===== config.mk =====
export PLATFORM = sky130hd
export DESIGN_NAME = register_file_alu_executor_core
export DESIGN_NICKNAME = d
export VERILOG_FILES = /design/src/rtl/core/rfae_pkg.sv /design/src/rtl/core/rfae_ram.sv /design/src/rtl/core/rfae_alu.sv /design/src/rtl/core/rfae_seq.sv /design/src/rtl/core/register_file_alu_executor_core.sv
export VERILOG_INCLUDE_DIRS = /design/src /design/src/rtl/core
export SDC_FILE = /design/constraint.sdc
export NUM_CORES = 2
export LEC_CHECK = 0
export ABC_CLOCK_PERIOD_IN_PS = 9900
export BUFFER_PORTS_ARGS = -buffer_cell sky130_fd_sc_hd__buf_4
export CELL_PAD_IN_SITES_DETAIL_PLACEMENT = 0
export CELL_PAD_IN_SITES_GLOBAL_PLACEMENT = 1
export CORE_UTILIZATION = 40
export DETAILED_ROUTE_END_ITERATION = 8
export GPL_TIMING_DRIVEN = 0
export PLACE_DENSITY_LB_ADDON = 0.1
export SYNTH_ARGS = -nofsm -noshare
export SYNTH_HDL_FRONTEND = slang
export SYNTH_HIERARCHICAL = 1
export SYNTH_SLANG_ARGS = --single-unit

===== constraint.sdc =====
create_clock -name clk_i -period 9.9 [get_ports clk_i]
set_input_delay 0.495 -clock clk_i [delete_from_list [all_inputs] [get_ports clk_i]]
set_output_delay 0.495 -clock clk_i [all_outputs]
set_load 0.02 [all_outputs]

===== src/rtl/core/register_file_alu_executor_core_assert.svh =====
// Assertion macros shared by the register file ALU executor core.
// Depends on nothing; included by the modules that carry assertions.
`ifndef REGISTER_FILE_ALU_EXECUTOR_CORE_ASSERT_SVH
`define REGISTER_FILE_ALU_EXECUTOR_CORE_ASSERT_SVH

// The consequent must hold in the same cycle as the antecedent.
`define RFAE_ASSERT_NOW(label, clk, rst_n, ante, cons, msg) \
  label: assert property (@(posedge clk) disable iff (!rst_n) (ante) |-> (cons)) \
    else $error(msg);

// The consequent must hold in the cycle after the antecedent.
`define RFAE_ASSERT_NEXT(label, clk, rst_n, ante, cons, msg) \
  label: assert property (@(posedge clk) disable iff (!rst_n) (ante) |=> (cons)) \
    else $error(msg);

`endif


===== src/rtl/core/rfae_pkg.sv =====
// Shared types, codes and constants of the register file ALU executor core.
// Depends on nothing; every module of the core but rfae_ram imports it.
package rfae_pkg;

  localparam int unsigned NUM_REGS_DEF = 26;
  localparam int unsigned DATA_W       = 64;
  localparam int unsigned IDX_W        = 5;
  localparam int unsigned OP_W         = 4;
  localparam int unsigned CNT_W        = $clog2(DATA_W);

  // Instruction operation codes.
  typedef enum logic [OP_W-1:0] {
    OP_LOAD = 4'd0,
    OP_OUT  = 4'd1,
    OP_MOVE = 4'd2,
    OP_XCHG = 4'd3,
    OP_ADD  = 4'd4,
    OP_SUB  = 4'd5,
    OP_MUL  = 4'd6,
    OP_DIV  = 4'd7,
    OP_MOD  = 4'd8,
    OP_AND  = 4'd9,
    OP_OR   = 4'd10,
    OP_XOR  = 4'd11
  } op_e;

  // Result kinds.
  localparam logic RK_VALUE    = 1'b0;
  localparam logic RK_DIV_ZERO = 1'b1;

  // Sequencer states.
  typedef enum logic [2:0] {
    S_IDLE,
    S_RD2,
    S_GOT,
    S_XCH2,
    S_WAIT,
    S_OUT
  } seq_state_e;

  // Shared arithmetic unit states.
  typedef enum logic [2:0] {
    A_IDLE,
    A_MUL,
    A_ABS_A,
    A_ABS_B,
    A_DIV,
    A_FIX
  } alu_state_e;

  // One decoded instruction.
  typedef struct packed {
    logic [OP_W-1:0]          operation;
    logic [IDX_W-1:0]         dest_reg;
    logic [IDX_W-1:0]         first_src;
    logic [IDX_W-1:0]         second_src;
    logic                     three_operand;
    logic signed [DATA_W-1:0] immediate;
  } in_item_t;

  // One result.
  typedef struct packed {
    logic                     result_kind;
    logic signed [DATA_W-1:0] result_value;
  } out_item_t;

  // Register file access from the sequencer.
  typedef struct packed {
    logic              rd_en;
    logic [IDX_W-1:0]  rd_idx;
    logic              wr_en;
    logic [IDX_W-1:0]  wr_idx;
    logic [DATA_W-1:0] wr_data;
  } rf_req_t;

  // Command to the shared arithmetic unit.
  typedef struct packed {
    logic              start;
    logic [OP_W-1:0]   op;
    logic [DATA_W-1:0] x;
    logic [DATA_W-1:0] y;
  } alu_req_t;

  // Completion from the shared arithmetic unit.
  typedef struct packed {
    logic              done;
    logic              div_zero;
    logic [DATA_W-1:0] result;
  } alu_rsp_t;

endpackage


===== src/rtl/core/rfae_ram.sv =====
// Generic single write port RAM with one registered read port.
// Depends on nothing; holds the register file of the executor core.
module rfae_ram #(
  parameter int unsigned Width = 64,
  parameter int unsigned Depth = 26
) (
  input  logic                     clk_i,
  input  logic                     we_i,
  input  logic [$clog2(Depth)-1:0] waddr_i,
  input  logic [Width-1:0]         wdata_i,
  input  logic                     re_i,
  input  logic [$clog2(Depth)-1:0] raddr_i,
  output logic [Width-1:0]         rdata_o
);

  logic [Width-1:0] mem_q [Depth];
  logic [Width-1:0] rdata_q;

  // Write port and registered read port.
  always_ff @(posedge clk_i) begin
    if (we_i) begin
      mem_q[waddr_i] <= wdata_i;
    end
    if (re_i) begin
      rdata_q <= mem_q[raddr_i];
    end
  end

  assign rdata_o = rdata_q;

endmodule


===== src/rtl/core/rfae_alu.sv =====
// Shared iterative arithmetic unit: one 64-bit adder serves add, subtract,
// shift-add multiply, operand magnitudes, restoring divide and sign fix-up. Imports rfae_pkg.
`include "register_file_alu_executor_core_assert.svh"

module rfae_alu
  import rfae_pkg::*;
(
  input  logic     clk_i,
  input  logic     rst_ni,
  input  alu_req_t req_i,
  output alu_rsp_t rsp_o
);

  alu_state_e        state_q, state_d;
  logic [CNT_W-1:0]  cnt_q, cnt_d;
  logic              done_q, done_d;
  logic              dz_q, dz_d;
  logic [DATA_W-1:0] acc_q, acc_d;
  logic [DATA_W-1:0] opa_q, opa_d;
  logic [DATA_W-1:0] opb_q, opb_d;
  logic [DATA_W-1:0] res_q, res_d;
  logic              rem_q, rem_d;
  logic              neg_q, neg_d;

  logic [DATA_W-1:0] add_a, add_b;
  logic              add_sub;
  logic [DATA_W:0]   add_sum;
  logic [DATA_W-1:0] add_res;
  logic              add_carry;

  // The one shared adder; with add_sub set it computes add_a - add_b and the
  // carry out is high when no borrow occurred.
  assign add_sum   = {1'b0, add_a} + {1'b0, (add_sub ? ~add_b : add_b)}
                   + {{DATA_W{1'b0}}, add_sub};
  assign add_res   = add_sum[DATA_W-1:0];
  assign add_carry = add_sum[DATA_W];

  // Sequencing of the unit and selection of the adder operands.
  always_comb begin
    state_d = state_q;
    cnt_d   = cnt_q;
    done_d  = 1'b0;
    dz_d    = 1'b0;
    acc_d   = acc_q;
    opa_d   = opa_q;
    opb_d   = opb_q;
    res_d   = res_q;
    rem_d   = rem_q;
    neg_d   = neg_q;
    add_a   = '0;
    add_b   = '0;
    add_sub = 1'b0;
    case (state_q)
      A_IDLE: begin
        if (req_i.start) begin
          case (req_i.op)
            OP_ADD: begin
              add_a  = req_i.x;
              add_b  = req_i.y;
              res_d  = add_res;
              done_d = 1'b1;
            end
            OP_SUB: begin
              add_a   = req_i.x;
              add_b   = req_i.y;
              add_sub = 1'b1;
              res_d   = add_res;
              done_d  = 1'b1;
            end
            OP_AND: begin
              res_d  = req_i.x & req_i.y;
              done_d = 1'b1;
            end
            OP_OR: begin
              res_d  = req_i.x | req_i.y;
              done_d = 1'b1;
            end
            OP_XOR: begin
              res_d  = req_i.x ^ req_i.y;
              done_d = 1'b1;
            end
            OP_MUL: begin
              opa_d   = req_i.x;
              opb_d   = req_i.y;
              acc_d   = '0;
              state_d = A_MUL;
            end
            OP_DIV, OP_MOD: begin
              if (req_i.y == '0) begin
                res_d  = '0;
                dz_d   = 1'b1;
                done_d = 1'b1;
              end else begin
                opa_d   = req_i.x;
                opb_d   = req_i.y;
                acc_d   = '0;
                rem_d   = (req_i.op == OP_MOD);
                neg_d   = (req_i.op == OP_MOD) ? req_i.x[DATA_W-1]
                                               : (req_i.x[DATA_W-1] ^ req_i.y[DATA_W-1]);
                state_d = A_ABS_A;
              end
            end
            default: begin
              res_d  = '0;
              done_d = 1'b1;
            end
          endcase
        end
      end
      // One multiplier bit per cycle; the product wraps to 64 bits.
      A_MUL: begin
        add_a = acc_q;
        add_b = opb_q[0] ? opa_q : '0;
        acc_d = add_res;
        opa_d = {opa_q[DATA_W-2:0], 1'b0};
        opb_d = {1'b0, opb_q[DATA_W-1:1]};
        cnt_d = cnt_q + 1'b1;
        if (cnt_q == '1) begin
          res_d   = add_res;
          done_d  = 1'b1;
          state_d = A_IDLE;
        end
      end
      // Take the magnitude of the dividend.
      A_ABS_A: begin
        add_b   = opa_q;
        add_sub = 1'b1;
        if (opa_q[DATA_W-1]) begin
          opa_d = add_res;
        end
        state_d = A_ABS_B;
      end
      // Take the magnitude of the divisor.
      A_ABS_B: begin
        add_b   = opb_q;
        add_sub = 1'b1;
        if (opb_q[DATA_W-1]) begin
          opb_d = add_res;
        end
        state_d = A_DIV;
      end
      // Restoring division, one quotient bit per cycle.
      A_DIV: begin
        add_a   = {acc_q[DATA_W-2:0], opa_q[DATA_W-1]};
        add_b   = opb_q;
        add_sub = 1'b1;
        acc_d   = add_carry ? add_res : add_a;
        opa_d   = {opa_q[DATA_W-2:0], add_carry};
        cnt_d   = cnt_q + 1'b1;
        if (cnt_q == '1) begin
          state_d = A_FIX;
        end
      end
      // Apply the sign to the quotient or the remainder.
      A_FIX: begin
        add_b   = rem_q ? acc_q : opa_q;
        add_sub = 1'b1;
        res_d   = neg_q ? add_res : add_b;
        done_d  = 1'b1;
        state_d = A_IDLE;
      end
      default: begin
        state_d = A_IDLE;
      end
    endcase
  end

  // Control registers.
  always_ff @(posedge clk_i or negedge rst_ni) begin
    if (!rst_ni) begin
      state_q <= A_IDLE;
      cnt_q   <= '0;
      done_q  <= 1'b0;
      dz_q    <= 1'b0;
    end else begin
      state_q <= state_d;
      cnt_q   <= cnt_d;
      done_q  <= done_d;
      dz_q    <= dz_d;
    end
  end

  // Datapath registers.
  always_ff @(posedge clk_i) begin
    acc_q <= acc_d;
    opa_q <= opa_d;
    opb_q <= opb_d;
    res_q <= res_d;
    rem_q <= rem_d;
    neg_q <= neg_d;
  end

  assign rsp_o.done     = done_q;
  assign rsp_o.div_zero = dz_q;
  assign rsp_o.result   = res_q;

  `RFAE_ASSERT_NOW(a_cnt_idle_zero, clk_i, rst_ni, state_q == A_IDLE, cnt_q == '0, "iteration count not zero while idle")
  `RFAE_ASSERT_NOW(a_dz_zero_result, clk_i, rst_ni, done_q && dz_q, res_q == '0, "divide by zero result not zero")
  `RFAE_ASSERT_NEXT(a_fix_done, clk_i, rst_ni, state_q == A_FIX, done_q && !dz_q, "divide did not complete after sign fix")

endmodule


===== src/rtl/core/rfae_seq.sv =====
// Instruction sequencer: reads operands, drives the shared arithmetic unit,
// writes results back and presents output transactions. Imports rfae_pkg.
`include "register_file_alu_executor_core_assert.svh"

module rfae_seq
  import rfae_pkg::*;
(
  input  logic              clk_i,
  input  logic              rst_ni,
  input  logic              in_valid_i,
  output logic              in_stall_o,
  input  in_item_t          in_item_i,
  output logic              out_valid_o,
  input  logic              out_stall_i,
  output out_item_t         out_item_o,
  output rf_req_t           rf_req_o,
  input  logic [DATA_W-1:0] rd_data_i,
  output alu_req_t          alu_req_o,
  input  alu_rsp_t          alu_rsp_i
);

  seq_state_e        state_q, state_d;
  in_item_t          item_q, item_d;
  logic [DATA_W-1:0] x_q, x_d;
  out_item_t         out_q, out_d;
  logic              out_valid_q, out_valid_d;

  logic accept;
  logic in_alu;
  logic in_known;
  logic item_alu;
  logic out_free;

  assign accept   = in_valid_i && (state_q == S_IDLE);
  assign in_alu   = (in_item_i.operation >= OP_ADD) && (in_item_i.operation <= OP_XOR);
  assign in_known = (in_item_i.operation <= OP_XOR);
  assign item_alu = (item_q.operation >= OP_ADD) && (item_q.operation <= OP_XOR);

  // The output register can take a new result when empty or being drained.
  assign out_free = !out_valid_q || !out_stall_i;

  // Next state and control for one instruction at a time.
  always_comb begin
    state_d     = state_q;
    item_d      = item_q;
    x_d         = x_q;
    out_d       = out_q;
    out_valid_d = out_valid_q && out_stall_i;
    rf_req_o    = '0;
    alu_req_o   = '0;
    case (state_q)
      // Take the transaction and start the first operand read.
      S_IDLE: begin
        if (in_valid_i) begin
          item_d         = in_item_i;
          rf_req_o.rd_en = 1'b1;
          if ((in_item_i.operation == OP_OUT) || (in_item_i.operation == OP_XCHG) ||
              (in_alu && !in_item_i.three_operand)) begin
            rf_req_o.rd_idx = in_item_i.dest_reg;
          end else begin
            rf_req_o.rd_idx = in_item_i.first_src;
          end
          if (in_known) begin
            state_d = S_RD2;
          end
        end
      end
      // First operand is here; finish simple operations or read the second.
      S_RD2: begin
        x_d = rd_data_i;
        case (item_q.operation)
          OP_LOAD: begin
            rf_req_o.wr_en   = 1'b1;
            rf_req_o.wr_idx  = item_q.dest_reg;
            rf_req_o.wr_data = item_q.immediate;
            state_d          = S_IDLE;
          end
          OP_OUT: begin
            state_d = S_OUT;
          end
          OP_MOVE: begin
            rf_req_o.wr_en   = 1'b1;
            rf_req_o.wr_idx  = item_q.dest_reg;
            rf_req_o.wr_data = rd_data_i;
            state_d          = S_IDLE;
          end
          OP_XCHG: begin
            rf_req_o.rd_en  = 1'b1;
            rf_req_o.rd_idx = item_q.first_src;
            state_d         = S_GOT;
          end
          default: begin
            if (item_alu) begin
              rf_req_o.rd_en  = 1'b1;
              rf_req_o.rd_idx = item_q.three_operand ? item_q.second_src : item_q.first_src;
              state_d         = S_GOT;
            end else begin
              state_d = S_IDLE;
            end
          end
        endcase
      end
      // Second operand is here.
      S_GOT: begin
        if (item_q.operation == OP_XCHG) begin
          rf_req_o.wr_en   = 1'b1;
          rf_req_o.wr_idx  = item_q.dest_reg;
          rf_req_o.wr_data = rd_data_i;
          state_d          = S_XCH2;
        end else begin
          alu_req_o.start = 1'b1;
          alu_req_o.op    = item_q.operation;
          alu_req_o.x     = x_q;
          alu_req_o.y     = rd_data_i;
          state_d         = S_WAIT;
        end
      end
      // Second half of an exchange.
      S_XCH2: begin
        rf_req_o.wr_en   = 1'b1;
        rf_req_o.wr_idx  = item_q.first_src;
        rf_req_o.wr_data = x_q;
        state_d          = S_IDLE;
      end
      // Wait for the arithmetic unit, then write back or report the error.
      S_WAIT: begin
        if (alu_rsp_i.done) begin
          if (alu_rsp_i.div_zero) begin
            state_d = S_OUT;
          end else begin
            rf_req_o.wr_en   = 1'b1;
            rf_req_o.wr_idx  = item_q.dest_reg;
            rf_req_o.wr_data = alu_rsp_i.result;
            state_d          = S_IDLE;
          end
        end
      end
      // Move the result into the output register once it is free.
      S_OUT: begin
        if (out_free) begin
          out_valid_d = 1'b1;
          if (item_q.operation == OP_OUT) begin
            out_d.result_kind  = RK_VALUE;
            out_d.result_value = x_q;
          end else begin
            out_d.result_kind  = RK_DIV_ZERO;
            out_d.result_value = '0;
          end
          state_d = S_IDLE;
        end
      end
      default: begin
        state_d = S_IDLE;
      end
    endcase
  end

  // State register and output valid.
  always_ff @(posedge clk_i or negedge rst_ni) begin
    if (!rst_ni) begin
      state_q     <= S_IDLE;
      out_valid_q <= 1'b0;
    end else begin
      state_q     <= state_d;
      out_valid_q <= out_valid_d;
    end
  end

  // Instruction, operand and result registers.
  always_ff @(posedge clk_i) begin
    item_q <= item_d;
    x_q    <= x_d;
    out_q  <= out_d;
  end

  assign in_stall_o  = (state_q != S_IDLE);
  assign out_valid_o = out_valid_q;
  assign out_item_o  = out_q;

  `RFAE_ASSERT_NOW(a_xch_order, clk_i, rst_ni, state_q == S_XCH2, $past(state_q) == S_GOT, "second exchange write without the first")
  `RFAE_ASSERT_NOW(a_alu_start, clk_i, rst_ni, accept && in_alu, ##2 alu_req_o.start, "arithmetic instruction did not start the unit")
  `RFAE_ASSERT_NEXT(a_out_load, clk_i, rst_ni, (state_q == S_OUT) && out_free, out_valid_o, "result not loaded")
  `RFAE_ASSERT_NEXT(a_out_hold, clk_i, rst_ni, out_valid_o && out_stall_i, out_valid_o && $stable(out_item_o), "stalled result changed")

endmodule


===== src/rtl/core/register_file_alu_executor_core.sv =====
// Top level of the register file ALU executor core: register file with
// per-entry valid bits, sequencer and shared arithmetic unit. Imports rfae_pkg.

// The core executes one decoded instruction per input transaction on NumRegs
// signed 64-bit registers that read as zero after reset; register indexes at
// or beyond NumRegs read as zero and are never written. It works on one
// instruction at a time and stalls its input until that instruction is done.
// Multiply and divide run one bit per cycle through a single 64-bit adder, so
// they hold the input off longer than loads, moves, exchanges, outputs, add,
// subtract and the logic operations. Results go to an output register, so a
// stalled output only holds the input off when a second result is ready while
// the first still waits. An output result is read into the sequencer and then
// loaded into the output register from state S_OUT; a divide or modulo by zero
// goes through S_WAIT and S_OUT before its error result is presented.
module register_file_alu_executor_core
  import rfae_pkg::*;
#(
  parameter int unsigned NumRegs = NUM_REGS_DEF
) (
  input  logic      clk_i,
  input  logic      rst_ni,
  input  logic      in_valid_i,
  output logic      in_stall_o,
  input  in_item_t  in_item_i,
  output logic      out_valid_o,
  input  logic      out_stall_i,
  output out_item_t out_item_o
);

  localparam int unsigned AddrW = $clog2(NumRegs);
  localparam int unsigned SlotN = 1 << AddrW;

  rf_req_t           rf_req;
  alu_req_t          alu_req;
  alu_rsp_t          alu_rsp;
  logic [DATA_W-1:0] ram_rdata;
  logic [DATA_W-1:0] rd_data;
  logic [AddrW-1:0]  rd_addr;
  logic [AddrW-1:0]  wr_addr;
  logic              rd_ok;
  logic              wr_ok;
  logic [SlotN-1:0]  live_q;
  logic              rd_live_q;

  // Range checks on register indexes.
  assign rd_ok   = ({1'b0, rf_req.rd_idx} < (IDX_W+1)'(NumRegs));
  assign wr_ok   = ({1'b0, rf_req.wr_idx} < (IDX_W+1)'(NumRegs));
  assign rd_addr = rf_req.rd_idx[AddrW-1:0];
  assign wr_addr = rf_req.wr_idx[AddrW-1:0];

  // Valid bit per register: an unwritten register reads as zero.
  always_ff @(posedge clk_i or negedge rst_ni) begin
    if (!rst_ni) begin
      live_q    <= '0;
      rd_live_q <= 1'b0;
    end else begin
      if (rf_req.wr_en && wr_ok) begin
        live_q[wr_addr] <= 1'b1;
      end
      if (rf_req.rd_en) begin
        rd_live_q <= rd_ok && live_q[rd_addr];
      end
    end
  end

  rfae_ram #(
    .Width (DATA_W),
    .Depth (NumRegs)
  ) u_ram (
    .clk_i   (clk_i),
    .we_i    (rf_req.wr_en && wr_ok),
    .waddr_i (wr_addr),
    .wdata_i (rf_req.wr_data),
    .re_i    (rf_req.rd_en && rd_ok),
    .raddr_i (rd_addr),
    .rdata_o (ram_rdata)
  );

  // Masked read data for the sequencer.
  assign rd_data = rd_live_q ? ram_rdata : '0;

  rfae_seq u_seq (
    .clk_i       (clk_i),
    .rst_ni      (rst_ni),
    .in_valid_i  (in_valid_i),
    .in_stall_o  (in_stall_o),
    .in_item_i   (in_item_i),
    .out_valid_o (out_valid_o),
    .out_stall_i (out_stall_i),
    .out_item_o  (out_item_o),
    .rf_req_o    (rf_req),
    .rd_data_i   (rd_data),
    .alu_req_o   (alu_req),
    .alu_rsp_i   (alu_rsp)
  );

  rfae_alu u_alu (
    .clk_i  (clk_i),
    .rst_ni (rst_ni),
    .req_i  (alu_req),
    .rsp_o  (alu_rsp)
  );

endmodule


==> impl_metrics.py <==
metrics = {
    "run_status": {
        "status": "finished, final reports clean",
    },
    "global_routing": {
        "grt_first_pass_wirelength_um": 483100,
        "grt-ovfl-total": 0,
        "track_usage": 0.2693,
        "antenna_found_initial": 27,
        "grt_max_degree": 61,
        "first_global_vias": 62910,
    },
    "run": {
        "max-cap-violations": 0,
    },
    "timing": {
        "hold_violations": 0,
        "worst_pin_slew_ns": 1.465,
        "min_period_ns": 9.851,
        "fin_skew_ns": 0.06937,
        "setup_slack_ns": 0.04868,
        "setup_tns_ns": 0,
        "setup_viol": 0,
        "period_share": 0.9951,
        "max_clock_freq_mhz": 101.5,
        "rsz0062_at_grt": "false",
        "relSlewSlack": 0.02303,
        "slew_violations": 0,
    },
    "logic_synthesis": {
        "synth_ff_type": "edfxtp_1",
        "synthTopCellsByCount": "edfxtp_1, mux4_2, a22oi_1",
        "syn_area_um2": 101800,
        "netlist_instances": 6418,
        "ys_seq_area_frac": 0.6605,
        "syn_area_per_cell_um2": 15.86,
        "yosys_warnings": 6,
        "ys_ff_latch": 2247,
        "post-synth-top-count-cell": "edfxtp_1",
        "synth_cell_type_count": 94,
        "synth_top_cell_by_area": "edfxtp_1",
        "syn_nets": 6702,
        "yosysTopAreaCellShare": 0.6487,
        "synth_edf_count": 2199,
        "synthTopCellsByArea": "edfxtp_1, mux4_2, mux2i_1",
        "async_reset_ff_frac": 0.02136,
    },
    "clocking": {
        "cts_max_level": 4,
        "post-cts-setup-buffers": 0,
        "cts_root_buf": "clkbuf_16",
        "clock_latency_ns": 0.93,
        "cts_buffers": 240,
        "clkTransAtPathRegs_ns": 0.06,
        "cts.sinks": 2247,
        "cts_tree": "built",
        "clock_path_buffers": 3,
    },
    "detailed_routing": {
        "drc": 0,
        "via_per_inst": 5.895,
        "wl_per_cell_um": 33.07,
        "drtPass1Iterations": 9,
        "drt-total-wl_um": 348600,
        "final_antenna_net_count": 0,
        "route.vias.total": 62160,
        "drtIter0Drc": 6518,
    },
    "placed_design": {
        "hpwl_um": 263600,
        "pre_cts_ws_ns": -0.7356,
        "dp.cells": 10000,
        "port_buffers": 154,
        "place_congestion": 0.9448,
    },
    "layout": {
        "drive_gt1_frac": 0.1826,
        "fin_cells": 10540,
        "final_nets": 7267,
        "area_delta_synth_final_pct": 15.84,
    },
    "critical_path": {
        "cp-startpoint": "u_seq/item_q[83]",
        "slowest_stage": "clkbuf_1",
        "critPathKind": "reg2reg",
        "cp.arrival_ns": 10.40,
        "start_kind": "flop",
        "r2r_start": "u_seq/item_q[83]",
        "cp-end-kind": "flop",
        "worstPathRequired_ns": 10.45,
        "crit_path_max_incr_delay_ns": 0.95,
        "cp_max_fo": 12,
    },
    "floorplanning": {
        "dieArea_um2": 256500,
        "initial_core_util": 0.4038,
        "die_y_um": 506.5,
        "die_w_um": 506.5,
        "pin_count": 155,
        "core_area_um2": 252100,
        "rows": 184,
    },
    "worst_hold_path": {
        "hp-class": "in2async",
    },
    "power": {
        "p_leak_nw": 33.46,
        "ir_drop_v": 0.0001984,
        "p_per_area_nw_per_um2": 163.3,
    },
}
-- layout by cell type, fill, tap and decap left out, types with 63 or more instances in the layout --
master and n:
and2_1 268, a21oi_1 193, o22ai_1 67, ha_1 195, mux2_2 72, inv_1 307
o211ai_2 65, buf_2 74, clkbuf_16 244, buf_4 186, buf_12 65, mux2i_1 289
xor2_1 96, a222oi_1 63, o2bb2ai_1 76, nand2_1 210, o21ai_0 289, mux4_2 385
edfxtp_1 2199, nand3_1 87, a22oi_1 383, nor2_1 93, clkbuf_1 316, dlygate4sd3_1 87
a221o_1 68
-- cells by family after synthesis --
logic type	synth area share
buffers and inverters	0.03190
adder cells (fa/ha/maj)	0.02417
multiplexers	0.1232
flip-flops	0.6605
XOR/XNOR	0.01248
AND/OR/NAND/NOR	0.04483
AO/OA/AOI/OAI	0.1030
-- layout make-up --
class                   count  area, µm²
diodes                      6      15.01
plain buffers             445       2116
clock buffers             309       6470
clock inverters           140       1381
fillers                 21910     134200
inverters                 311       1172
multi-input cells        3415      31630
flip-flops and latches   2247      67230
well taps                3348       4189
repair buffers            323       3709
-- through the flow --
stage          total power [mW]  cell area (µm²)  utilization  hold WS (ns)
2_1_floorplan             10.49           101800            -        0.1994
3_3_place_gp              10.52           107100       0.4250        0.4324
3_5_place_dp              10.53           109100       0.4329        0.4393
4_1_cts                   19.45           117900       0.4675        0.1480
5_1_grt                   19.78           117900       0.4677        0.2246
6_report                  19.26           117900       0.4677        0.1755
-- worst paths after layout --
check	to	slack, ns	depth (start not counted)
worst min-delay path	u_seq/out_valid_o	0.18	2
max in group asynchronous	u_seq/state_q[1]	9.24	2
min in group clk_i	u_seq/item_q[56]	0.30	2
worst max register to register	u_alu/acc_q[25]	0.05	28
worst max-delay path	u_alu/acc_q[25]	0.05	28
worst min register to register	live_q[10]	0.45	1
-- state kept, by name, summed over array words and instances (netlist names), 6 cells and up --
signal / flops
u_ram/mem_q: 1664
u_seq/item_q: 84
u_seq/out_item_o: 65
u_alu/acc_q: 64
u_alu/opa_q: 64
u_alu/opb_q: 64
u_alu/res_q: 64
u_ram/rdata_o: 64
u_seq/x_q: 64
live_q: 32
u_alu/cnt_q: 6
-- critical path, delay by kind of cell (launching register included) --
kind            cells  cell delay [ns]
flops               1             0.48
buf+inv            10             3.55
simple gates        6             1.58
fa+ha+maj           2             0.50
compound gates     10             3.31
-- metal layers --
layer / up-vias / part of all wire / track usage
met2: 2439 / 0.49 / 0.4544
met1: 32390 / 0.40 / 0.3486
met4: 2 / 0.046 / 0.1161
met3: 552 / 0.059 / 0.03515
met5: - / 0.000049 / 0
li1: 26770 / - / -
-- timing repair --
action                                 4_1_cts  5_1_grt
hold buffers                                87        0
endpoints found under the hold margin      148        0
cloned                                       0        0
setup endpoints to repair                   77       12
pin swaps                                    0        0
resized for setup                            3       14
-- report_power, final --
group / total (mW) / internal (mW) / switching [mW] / leakage [nW]
Sequential: 10.3 / 10.3 / 0.0000000000000000311 / 16.2
Combinational: 0.0679 / 0.0463 / 0.0216 / 13.5
Clock: 8.91 / 5.06 / 3.85 / 3.82
Total: 19.3 / 15.4 / 3.87 / 33.5
No activity file was read; power rests on OpenSTA's default activity.
